--- src/sv/rws_pkg.sv ---
// Shared types and constants for the RIFF/WAVE stream parser.
`timescale 1ns / 1ps

package rws_pkg;

    localparam logic [31:0] TAG_RIFF      = 32'h5249_4646;
    localparam logic [31:0] TAG_WAVE      = 32'h5741_5645;
    localparam logic [31:0] TAG_FMT       = 32'h666D_7420;
    localparam logic [31:0] TAG_DATA      = 32'h6461_7461;
    localparam logic [31:0] SIZE_RESERVED = 32'hFFFF_FFFF;
    localparam logic [31:0] FMT_MIN_LEN   = 32'd16;
    localparam logic [15:0] FMT_PCM       = 16'd1;

    // Byte positions inside a tag, a size field and the fmt body
    localparam logic [3:0] FIELD_LAST_BYTE = 4'd3;
    localparam logic [3:0] FMT_LAST_BYTE   = 4'd15;

    localparam logic [1:0] KIND_PCM    = 2'd0;
    localparam logic [1:0] KIND_FORMAT = 2'd1;
    localparam logic [1:0] KIND_EMPTY  = 2'd2;
    localparam logic [1:0] KIND_REJECT = 2'd3;

    localparam logic [2:0] ST_RIFF_TAG    = 3'd0;
    localparam logic [2:0] ST_WAVE_TAG    = 3'd1;
    localparam logic [2:0] ST_RESERVED    = 3'd2;
    localparam logic [2:0] ST_NON_PCM     = 3'd3;
    localparam logic [2:0] ST_SHORT_FMT   = 3'd4;
    localparam logic [2:0] ST_DATA_FIRST  = 3'd5;
    localparam logic [2:0] ST_EARLY_END   = 3'd6;
    localparam logic [2:0] ST_NONE        = 3'd0;

    typedef enum logic [10:0] {
        PH_RIFF_TAG   = 11'b000_0000_0001,
        PH_RIFF_SIZE  = 11'b000_0000_0010,
        PH_WAVE_TAG   = 11'b000_0000_0100,
        PH_CHUNK_TAG  = 11'b000_0000_1000,
        PH_CHUNK_SIZE = 11'b000_0001_0000,
        PH_FMT_BODY   = 11'b000_0010_0000,
        PH_SKIP       = 11'b000_0100_0000,
        PH_PAD        = 11'b000_1000_0000,
        PH_DATA       = 11'b001_0000_0000,
        PH_DONE       = 11'b010_0000_0000,
        PH_REJECTED   = 11'b100_0000_0000
    } phase_t;

    typedef struct packed {
        logic [1:0]  kind;
        logic [7:0]  pcm_byte;
        logic        data_last;
        logic [15:0] channels;
        logic [31:0] frame_rate;
        logic [15:0] sample_size;
        logic [2:0]  status;
    } res_t;

endpackage

--- src/sv/rws_if.sv ---
// Valid/ready channel interfaces for the byte stream and the result stream.
`timescale 1ns / 1ps

interface rws_in_if;
    logic       valid;
    logic       ready;
    logic [7:0] in_byte;
    logic       end_of_stream;

    modport source (output valid, input ready, output in_byte, output end_of_stream);
    modport sink (input valid, output ready, input in_byte, input end_of_stream);
endinterface

interface rws_out_if;
    logic        valid;
    logic        ready;
    logic [1:0]  kind;
    logic [7:0]  pcm_byte;
    logic        data_last;
    logic [15:0] channels;
    logic [31:0] frame_rate;
    logic [15:0] sample_size;
    logic [2:0]  status;

    modport source (
        output valid, input ready, output kind, output pcm_byte, output data_last,
        output channels, output frame_rate, output sample_size, output status
    );
    modport sink (
        input valid, output ready, input kind, input pcm_byte, input data_last,
        input channels, input frame_rate, input sample_size, input status
    );
endinterface

--- src/sv/rws_parse.sv ---
// Header walker: parse state registers and the per-byte result logic.
`timescale 1ns / 1ps

module rws_parse
    import rws_pkg::*;
(
    input  logic       clk,
    input  logic       rst_n,
    input  logic       accept,
    input  logic [7:0] in_byte,
    input  logic       end_of_stream,
    output logic       res_valid,
    output res_t       res
);

    phase_t      phase_reg, phase_next;
    logic [3:0]  byte_count_reg, byte_count_next;
    logic [31:0] tag_shift_reg, tag_shift_next;
    logic [31:0] chunk_length_reg, chunk_length_next;
    logic        pad_pending_reg, pad_pending_next;
    logic        format_seen_reg, format_seen_next;
    logic [15:0] format_code_reg, format_code_next;
    logic [15:0] channel_count_reg, channel_count_next;
    logic [31:0] rate_value_reg, rate_value_next;
    logic [15:0] sample_width_reg, sample_width_next;

    logic [3:0]  byte_inc;
    logic [31:0] size_word;
    logic [31:0] fmt_rest;
    logic        do_reject;
    logic [2:0]  reject_cause;

    assign byte_inc  = byte_count_reg + 4'd1;
    assign size_word = {in_byte, chunk_length_reg[31:8]};
    assign fmt_rest  = chunk_length_reg - FMT_MIN_LEN;

    always_comb
    begin
        phase_next         = phase_reg;
        byte_count_next    = byte_count_reg;
        tag_shift_next     = tag_shift_reg;
        chunk_length_next  = chunk_length_reg;
        pad_pending_next   = pad_pending_reg;
        format_seen_next   = format_seen_reg;
        format_code_next   = format_code_reg;
        channel_count_next = channel_count_reg;
        rate_value_next    = rate_value_reg;
        sample_width_next  = sample_width_reg;
        res_valid          = 1'b0;
        res                = '0;
        do_reject          = 1'b0;
        reject_cause       = ST_NONE;

        unique case (phase_reg)
            PH_RIFF_TAG, PH_WAVE_TAG, PH_CHUNK_TAG:
            begin
                tag_shift_next = {tag_shift_reg[23:0], in_byte};
                byte_count_next = byte_inc;
                if (byte_count_reg == FIELD_LAST_BYTE)
                begin
                    byte_count_next = '0;
                    if (phase_reg == PH_RIFF_TAG)
                    begin
                        if (tag_shift_next != TAG_RIFF)
                        begin
                            do_reject    = 1'b1;
                            reject_cause = ST_RIFF_TAG;
                        end
                        else
                        begin
                            phase_next = PH_RIFF_SIZE;
                        end
                    end
                    else if (phase_reg == PH_WAVE_TAG)
                    begin
                        if (tag_shift_next != TAG_WAVE)
                        begin
                            do_reject    = 1'b1;
                            reject_cause = ST_WAVE_TAG;
                        end
                        else
                        begin
                            phase_next = PH_CHUNK_TAG;
                        end
                    end
                    else
                    begin
                        phase_next = PH_CHUNK_SIZE;
                    end
                end
            end
            PH_RIFF_SIZE, PH_CHUNK_SIZE:
            begin
                chunk_length_next = size_word;
                byte_count_next = byte_inc;
                if (byte_count_reg == FIELD_LAST_BYTE)
                begin
                    byte_count_next = '0;
                    if (phase_reg == PH_RIFF_SIZE)
                    begin
                        phase_next = PH_WAVE_TAG;
                    end
                    else
                    begin
                        pad_pending_next = size_word[0];
                        if (size_word == SIZE_RESERVED)
                        begin
                            do_reject    = 1'b1;
                            reject_cause = ST_RESERVED;
                        end
                        else if (tag_shift_reg == TAG_DATA)
                        begin
                            if (!format_seen_reg)
                            begin
                                do_reject    = 1'b1;
                                reject_cause = ST_DATA_FIRST;
                            end
                            else if (size_word == '0)
                            begin
                                res_valid  = 1'b1;
                                res.kind   = KIND_EMPTY;
                                phase_next = PH_DONE;
                            end
                            else
                            begin
                                phase_next = PH_DATA;
                            end
                        end
                        else if (tag_shift_reg == TAG_FMT)
                        begin
                            if (size_word < FMT_MIN_LEN)
                            begin
                                do_reject    = 1'b1;
                                reject_cause = ST_SHORT_FMT;
                            end
                            else
                            begin
                                format_code_next   = '0;
                                channel_count_next = '0;
                                rate_value_next    = '0;
                                sample_width_next  = '0;
                                phase_next         = PH_FMT_BODY;
                            end
                        end
                        else if (size_word == '0)
                        begin
                            // an empty chunk has an even size, so no pad byte
                            phase_next = PH_CHUNK_TAG;
                        end
                        else
                        begin
                            phase_next = PH_SKIP;
                        end
                    end
                end
            end
            PH_FMT_BODY:
            begin
                case (byte_count_reg)
                    4'd0:  format_code_next[7:0]    = in_byte;
                    4'd1:  format_code_next[15:8]   = in_byte;
                    4'd2:  channel_count_next[7:0]  = in_byte;
                    4'd3:  channel_count_next[15:8] = in_byte;
                    4'd4:  rate_value_next[7:0]     = in_byte;
                    4'd5:  rate_value_next[15:8]    = in_byte;
                    4'd6:  rate_value_next[23:16]   = in_byte;
                    4'd7:  rate_value_next[31:24]   = in_byte;
                    4'd14: sample_width_next[7:0]   = in_byte;
                    4'd15: sample_width_next[15:8]  = in_byte;
                    default: ;
                endcase
                byte_count_next = byte_inc;
                if (byte_count_reg == FMT_LAST_BYTE)
                begin
                    byte_count_next = '0;
                    if (format_code_next != FMT_PCM)
                    begin
                        do_reject    = 1'b1;
                        reject_cause = ST_NON_PCM;
                    end
                    else
                    begin
                        format_seen_next    = 1'b1;
                        res_valid           = 1'b1;
                        res.kind            = KIND_FORMAT;
                        res.channels        = channel_count_next;
                        res.frame_rate      = rate_value_next;
                        res.sample_size     = sample_width_next;
                        chunk_length_next   = fmt_rest;
                        if (fmt_rest == '0)
                        begin
                            phase_next = pad_pending_reg ? PH_PAD : PH_CHUNK_TAG;
                        end
                        else
                        begin
                            phase_next = PH_SKIP;
                        end
                    end
                end
            end
            PH_SKIP:
            begin
                chunk_length_next = chunk_length_reg - 32'd1;
                if (chunk_length_reg == 32'd1)
                begin
                    byte_count_next = '0;
                    phase_next = pad_pending_reg ? PH_PAD : PH_CHUNK_TAG;
                end
            end
            PH_PAD:
            begin
                pad_pending_next = 1'b0;
                phase_next       = PH_CHUNK_TAG;
            end
            PH_DATA:
            begin
                chunk_length_next = chunk_length_reg - 32'd1;
                res_valid         = 1'b1;
                res.kind          = KIND_PCM;
                res.pcm_byte      = in_byte;
                if (chunk_length_reg == 32'd1)
                begin
                    res.data_last = 1'b1;
                    phase_next    = PH_DONE;
                end
            end
            default: ;
        endcase

        if (do_reject)
        begin
            phase_next = PH_REJECTED;
        end

        // early end overrides whatever this byte produced
        if (end_of_stream && phase_next != PH_DONE && phase_next != PH_REJECTED)
        begin
            do_reject    = 1'b1;
            reject_cause = ST_EARLY_END;
        end

        if (do_reject)
        begin
            res_valid  = 1'b1;
            res        = '0;
            res.kind   = KIND_REJECT;
            res.status = reject_cause;
        end

        // every file ends with a full return to the start
        if (end_of_stream)
        begin
            phase_next         = PH_RIFF_TAG;
            byte_count_next    = '0;
            tag_shift_next     = '0;
            chunk_length_next  = '0;
            pad_pending_next   = 1'b0;
            format_seen_next   = 1'b0;
            format_code_next   = '0;
            channel_count_next = '0;
            rate_value_next    = '0;
            sample_width_next  = '0;
        end
    end

    always_ff @(posedge clk or negedge rst_n)
    begin
        if (!rst_n)
        begin
            phase_reg         <= PH_RIFF_TAG;
            byte_count_reg    <= '0;
            tag_shift_reg     <= '0;
            chunk_length_reg  <= '0;
            pad_pending_reg   <= 1'b0;
            format_seen_reg   <= 1'b0;
            format_code_reg   <= '0;
            channel_count_reg <= '0;
            rate_value_reg    <= '0;
            sample_width_reg  <= '0;
        end
        else if (accept)
        begin
            phase_reg         <= phase_next;
            byte_count_reg    <= byte_count_next;
            tag_shift_reg     <= tag_shift_next;
            chunk_length_reg  <= chunk_length_next;
            pad_pending_reg   <= pad_pending_next;
            format_seen_reg   <= format_seen_next;
            format_code_reg   <= format_code_next;
            channel_count_reg <= channel_count_next;
            rate_value_reg    <= rate_value_next;
            sample_width_reg  <= sample_width_next;
        end
    end

endmodule

--- src/sv/rws_out_stage.sv ---
// Result register that drives the result channel and paces the byte input.
`timescale 1ns / 1ps

module rws_out_stage
    import rws_pkg::*;
(
    input  logic       clk,
    input  logic       rst_n,
    input  logic       load,
    input  res_t       res,
    output logic       room,
    rws_out_if.source  result
);

    logic valid_reg;
    res_t res_reg;

    // a new request may enter when the register is empty or being drained
    assign room = !valid_reg || result.ready;

    always_ff @(posedge clk or negedge rst_n)
    begin
        if (!rst_n)
        begin
            valid_reg <= 1'b0;
        end
        else if (room)
        begin
            valid_reg <= load;
        end
    end

    always_ff @(posedge clk)
    begin
        if (room && load)
        begin
            res_reg <= res;
        end
    end

    assign result.valid       = valid_reg;
    assign result.kind        = res_reg.kind;
    assign result.pcm_byte    = res_reg.pcm_byte;
    assign result.data_last   = res_reg.data_last;
    assign result.channels    = res_reg.channels;
    assign result.frame_rate  = res_reg.frame_rate;
    assign result.sample_size = res_reg.sample_size;
    assign result.status      = res_reg.status;

endmodule

--- src/sv/riff_wave_stream_parser.sv ---
// RIFF/WAVE stream parser top level: one file byte per request.
// Results are registered: a result shows on the result channel in the cycle after its byte is taken.
// Throughput: one byte per cycle; the single result register sets the pace, so the
// byte input stalls only while a finished result waits on the result channel.
// Reset: rst_n clears the parse state to the start of a file and empties the result
// register; a byte marked end_of_stream returns the parser to that same state.
`timescale 1ns / 1ps

module riff_wave_stream_parser
    import rws_pkg::*;
(
    input  logic      clk,
    input  logic      rst_n,
    rws_in_if.sink    byte_stream,
    rws_out_if.source result
);

    logic room;
    logic accept;
    logic res_valid;
    res_t res;

    assign byte_stream.ready = room;
    assign accept = byte_stream.valid && room;

    rws_parse u_parse (
        .clk           (clk),
        .rst_n         (rst_n),
        .accept        (accept),
        .in_byte       (byte_stream.in_byte),
        .end_of_stream (byte_stream.end_of_stream),
        .res_valid     (res_valid),
        .res           (res)
    );

    rws_out_stage u_out_stage (
        .clk    (clk),
        .rst_n  (rst_n),
        .load   (accept && res_valid),
        .res    (res),
        .room   (room),
        .result (result)
    );

    a_ready_when_empty: assert property (
        @(posedge clk) disable iff (!rst_n)
        !result.valid |-> byte_stream.ready
    ) else $error("byte input stalled with an empty result register");

    a_last_only_on_pcm: assert property (
        @(posedge clk) disable iff (!rst_n)
        result.valid && result.data_last |-> result.kind == KIND_PCM
    ) else $error("data_last set on a result that is not a data byte");

    a_status_only_on_reject: assert property (
        @(posedge clk) disable iff (!rst_n)
        result.valid && result.kind != KIND_REJECT |-> result.status == ST_NONE
    ) else $error("status set on a result that is not a reject");

    a_drain_then_take: assert property (
        @(posedge clk) disable iff (!rst_n)
        result.valid && result.ready && !byte_stream.valid |=> !result.valid
    ) else $error("result register refilled without an accepted byte");

endmodule

--- src/flat_wrapper.sv ---
// flat-port wrapper written by rule: the top's interface ports become plain ports
module riff_wave_stream_parser_flat import rws_pkg::*;
  (clk, rst_n, byte_stream_valid, byte_stream_ready, byte_stream_in_byte, byte_stream_end_of_stream, result_valid, result_ready, result_kind, result_pcm_byte, result_data_last, result_channels, result_frame_rate, result_sample_size, result_status);
  rws_in_if byte_stream_i ();
  rws_out_if result_i ();
  input  logic clk;
  input  logic rst_n;
  input wire logic [$bits(byte_stream_i.valid)-1:0] byte_stream_valid;
  output wire logic [$bits(byte_stream_i.ready)-1:0] byte_stream_ready;
  input wire logic [$bits(byte_stream_i.in_byte)-1:0] byte_stream_in_byte;
  input wire logic [$bits(byte_stream_i.end_of_stream)-1:0] byte_stream_end_of_stream;
  output wire logic [$bits(result_i.valid)-1:0] result_valid;
  input wire logic [$bits(result_i.ready)-1:0] result_ready;
  output wire logic [$bits(result_i.kind)-1:0] result_kind;
  output wire logic [$bits(result_i.pcm_byte)-1:0] result_pcm_byte;
  output wire logic [$bits(result_i.data_last)-1:0] result_data_last;
  output wire logic [$bits(result_i.channels)-1:0] result_channels;
  output wire logic [$bits(result_i.frame_rate)-1:0] result_frame_rate;
  output wire logic [$bits(result_i.sample_size)-1:0] result_sample_size;
  output wire logic [$bits(result_i.status)-1:0] result_status;
  assign byte_stream_i.valid = byte_stream_valid;
  assign byte_stream_ready = byte_stream_i.ready;
  assign byte_stream_i.in_byte = byte_stream_in_byte;
  assign byte_stream_i.end_of_stream = byte_stream_end_of_stream;
  assign result_valid = result_i.valid;
  assign result_i.ready = result_ready;
  assign result_kind = result_i.kind;
  assign result_pcm_byte = result_i.pcm_byte;
  assign result_data_last = result_i.data_last;
  assign result_channels = result_i.channels;
  assign result_frame_rate = result_i.frame_rate;
  assign result_sample_size = result_i.sample_size;
  assign result_status = result_i.status;
  riff_wave_stream_parser u_core (.clk(clk), .rst_n(rst_n), .byte_stream(byte_stream_i), .result(result_i));
endmodule
--- config.mk ---
export PLATFORM = sky130hd
export DESIGN_NAME = riff_wave_stream_parser_flat
export DESIGN_NICKNAME = d
export VERILOG_FILES = /design/src/sv/rws_pkg.sv /design/src/sv/rws_if.sv /design/src/sv/rws_parse.sv /design/src/sv/rws_out_stage.sv /design/src/sv/riff_wave_stream_parser.sv /design/src/flat_wrapper.sv
export SDC_FILE = /design/constraint.sdc
export NUM_CORES = 1
export LEC_CHECK = 0
export BUFFER_PORTS_ARGS = -buffer_cell sky130_fd_sc_hd__buf_2
export CORE_MARGIN = 3
export CORE_UTILIZATION = 24
export DETAILED_ROUTE_END_ITERATION = 12
export GPL_TIMING_DRIVEN = 0
export HOLD_SLACK_MARGIN = 0.1
export PLACE_DENSITY_LB_ADDON = 0.2
export SYNTH_ARGS = -nofsm -noshare
export SYNTH_HDL_FRONTEND = slang
export SYNTH_SLANG_ARGS = --single-unit
--- constraint.sdc ---
create_clock -name clk -period 21.5 [get_ports clk]
set_input_delay 2.15 -clock clk [delete_from_list [all_inputs] [get_ports clk]]
set_output_delay 2.15 -clock clk [all_outputs]
set_load 0.005 [all_outputs]
==> flow_metrics.env <==
export IMPL_insertion_delay_ps=570
export IMPL_setup_tns_ps=0
export IMPL_layout_worst_path_cycle_share_pct=33.70
export IMPL_slew_viol_final=0
export IMPL_met3_length_mm=2.595
export IMPL_ys_seq_area_share_pct=47.71
export IMPL_register_area_um2=6197
export IMPL_grt_pass1_vias=11140
export IMPL_post_cts_buffers=0
export IMPL_place_congestion=0.9141
export IMPL_fin_crit_ps=7245
export IMPL_synthCells=1303
export IMPL_outcome="complete, no violations"
export IMPL_nFillCells=5551
export IMPL_drc=0
export IMPL_first_pass_iters=5
export IMPL_n_antenna_cell=0
export IMPL_ys_warnings_count=0
export IMPL_dp_hpwl_mm=33.76
export IMPL_finalHoldViolations=0
export IMPL_clockBufferDepth=3
export IMPL_cts_tree="yes"
export IMPL_antenna_found_initial=1
export IMPL_setup_violations=0
export IMPL_port_buffers=92
export IMPL_power_total_w=0.001639
export IMPL_cp_end_kind="flip-flop"
export IMPL_holdBufCountCts=0
export IMPL_clock_sinks=232
export IMPL_internal_power_w=0.0009784
export IMPL_cp_start_kind="input port"
export IMPL_viasPerCell=5.254
export IMPL_maxCapViolations=0
export IMPL_num_vias=11230
export IMPL_fmax_ghz=0.1380
export IMPL_cts_buffers=27
export IMPL_syn_area_um2=12990
export IMPL_io_pins=93
export IMPL_final_common_cell="dfrtp_1"
export IMPL_crit_required_ps=21810
export IMPL_die_x_um=238.6
export IMPL_synth_edff_count=78
export IMPL_postRouteAntennaNets=0
export IMPL_die_area_um2=56950
export IMPL_crit_arrival_ps=7560
export IMPL_syn_area_per_cell_um2=9.969
export IMPL_hold_ws_ps=479.9
export IMPL_synthDistinctLibCells=74
export IMPL_ctsResizeCount=0
export IMPL_wl_per_cell_um=21.89
export IMPL_drive_gt1_share_pct=16.98
export IMPL_peakVddDrop_mv=0.05639
export IMPL_worstMarginPinSlew_ps=1316
export IMPL_finClkSkew_ps=20.42
export IMPL_grt_max_degree=81
export IMPL_p_per_area_nw_per_um2=107.0
export IMPL_rows=84
export IMPL_layout_common_cells="dfrtp_1 (153), nand2_1 (130), clkbuf_1 (107)"
export IMPL_synth_seq_cells=232
export IMPL_synth_top_area_share_pct=29.47
export IMPL_ys_flop_type="dfrtp_1"
export IMPL_syn_nets=1325
export IMPL_seqPwrFrac_pct=32.8
export IMPL_swShare_pct=40.32
export IMPL_relSlewSlack_pct=11.46
export IMPL_critPathKind="input port to flip-flop"
export IMPL_htree_levels=1
export IMPL_dieHeight_um=238.6
export IMPL_met1Wirelength_mm=21.36
export IMPL_p_leak_nw=5.952
export IMPL_initial_utilization_pct=24.47
export IMPL_drtIter0Drc=856
export IMPL_multi_input_area_um2=6222
export IMPL_totalWireLength_mm=46.78
export IMPL_syn_to_final_growth_pct=17.91
export IMPL_grt_pass1_wl_mm=71.08
export IMPL_switchingPower_w=0.0006610
export IMPL_rsz0062_at_grt="false"
export IMPL_clk_pin_slew_ps=60
export IMPL_min_path_type="flip-flop to flip-flop"
export IMPL_grt_overflow_total=0
export IMPL_root_buffer="clkbuf_16"
export IMPL_wl_met2_mm=21.62
export IMPL_nNetsFinal=1450
export IMPL_netlist_top_cell_by_area="dfrtp_1"
export IMPL_async_reset_ff_share_pct=66.38
export IMPL_coreArea_um2=53080
export IMPL_top_layer="met5"
export IMPL_worst_path_max_fanout=28
export IMPL_pwr_share_comb_pct=39.1
export IMPL_synthTopCellsByArea="dfrtp_1 (29%), edfxtp_1 (18%), a22o_1 (5.2%), mux2i_1 (4.8%), nor3_2 (4.5%)"
export IMPL_clkPwrFrac_pct=28.1
export IMPL_gr_usage_all_layers_pct=15.99
==> cells by family after synthesis <==
| group | synth area share, % |
|---|---|
| AND/OR/NAND/NOR | 23.90 |
| AO/OA/AOI/OAI | 17.45 |
| flip-flops | 47.71 |
| adder cells (fa/ha/maj) | 0.8669 |
| multiplexers | 4.778 |
| buffers and inverters | 4.556 |
| XOR/XNOR | 0.7416 |
==> final timing paths <==
kind / start / endpoint / slack (ps) / depth (start not counted)
min in group asynchronous: rst_n / u_core.u_parse.rate_value_reg[6] / 1590 / 1
max: byte_stream_in_byte[1] / u_core.u_out_stage.result.frame_rate[13] / 14260 / 14
min: u_core.u_parse.rate_value_reg[2] / u_core.u_parse.rate_value_reg[2] / 480 / 2
min reg2reg: u_core.u_parse.rate_value_reg[2] / u_core.u_parse.rate_value_reg[2] / 480 / 2
max in group asynchronous: rst_n / u_core.u_parse.tag_shift_reg[27] / 19050 / 2
max reg2reg: u_core.u_parse.chunk_length_reg[4] / u_core.u_out_stage.result.frame_rate[13] / 15250 / 15
==> layer usage <==
layer	GRT usage, %	vias up
met2	26.04	393
met3	2.353	75
li1	-	5159
met4	4.563	2
met5	0	-
met1	22.11	5598
==> worst max-delay path, cell delays in order <==
cell      delay [ps]
buf_2            170
clkbuf_1         670
nand4_1          170
nor4_1           870
nand2_1          340
a31oi_1          280
or2_2            140
clkbuf_1         450
a211o_1          240
o211ai_1         190
o31ai_1         1020
a31oi_4          370
buf_16           280
buf_12           180
==> area by class of cell <==
class                   count  area share, %
plain buffers             120          3.447
multi-input cells         934          40.63
clock inverters             9         0.7843
flip-flops and latches    232          40.46
inverters                  17         0.4166
clock buffers              41          4.951
repair buffers             96          3.693
well taps                 688          5.620
==> through the flow <==
step	util [%]	setup slack [ps]	std cells	cell area [µm²]
2_1_floorplan	-	12400	1303	12990
3_3_place_gp	26.96	8283	2083	14310
3_5_place_dp	27.19	13800	2087	14430
4_1_cts	28.84	14420	2137	15310
5_1_grt	28.86	14090	2137	15320
6_report	28.86	14260	2137	15320
==> cell usage after synthesis, types with 10 or more instances <==
cell type  instances
a21oi_1           62
nand2_1          130
o21ai_0           82
nor4b_1           15
edfxtp_1          78
and3_1            16
and2_1            10
dfrtp_1          153
a22o_1            77
nor4_1            32
nor3_2            58
o31ai_1           30
nand3_1           32
mux2i_1           62
nand4_1           23
nor3b_2           16
nor2_1            81
clkbuf_1          96
inv_1             17
nor3_1            32
or3_1             15
==> power by group through the flow <==
| stage | logic (W) | clock network, W | registers [W] |
|---|---|---|---|
| 2_1_floorplan | 0.000431 | 0 | 0.000533 |
| 3_3_place_gp | 0.000631 | 0 | 0.000547 |
| 3_5_place_dp | 0.000630 | 0 | 0.000544 |
| 4_1_cts | 0.000632 | 0.000476 | 0.000536 |
| 5_1_grt | 0.000695 | 0.000494 | 0.000543 |
| 6_report | 0.000641 | 0.000460 | 0.000538 |
Note: power is estimated with default switching activity, not from simulation.
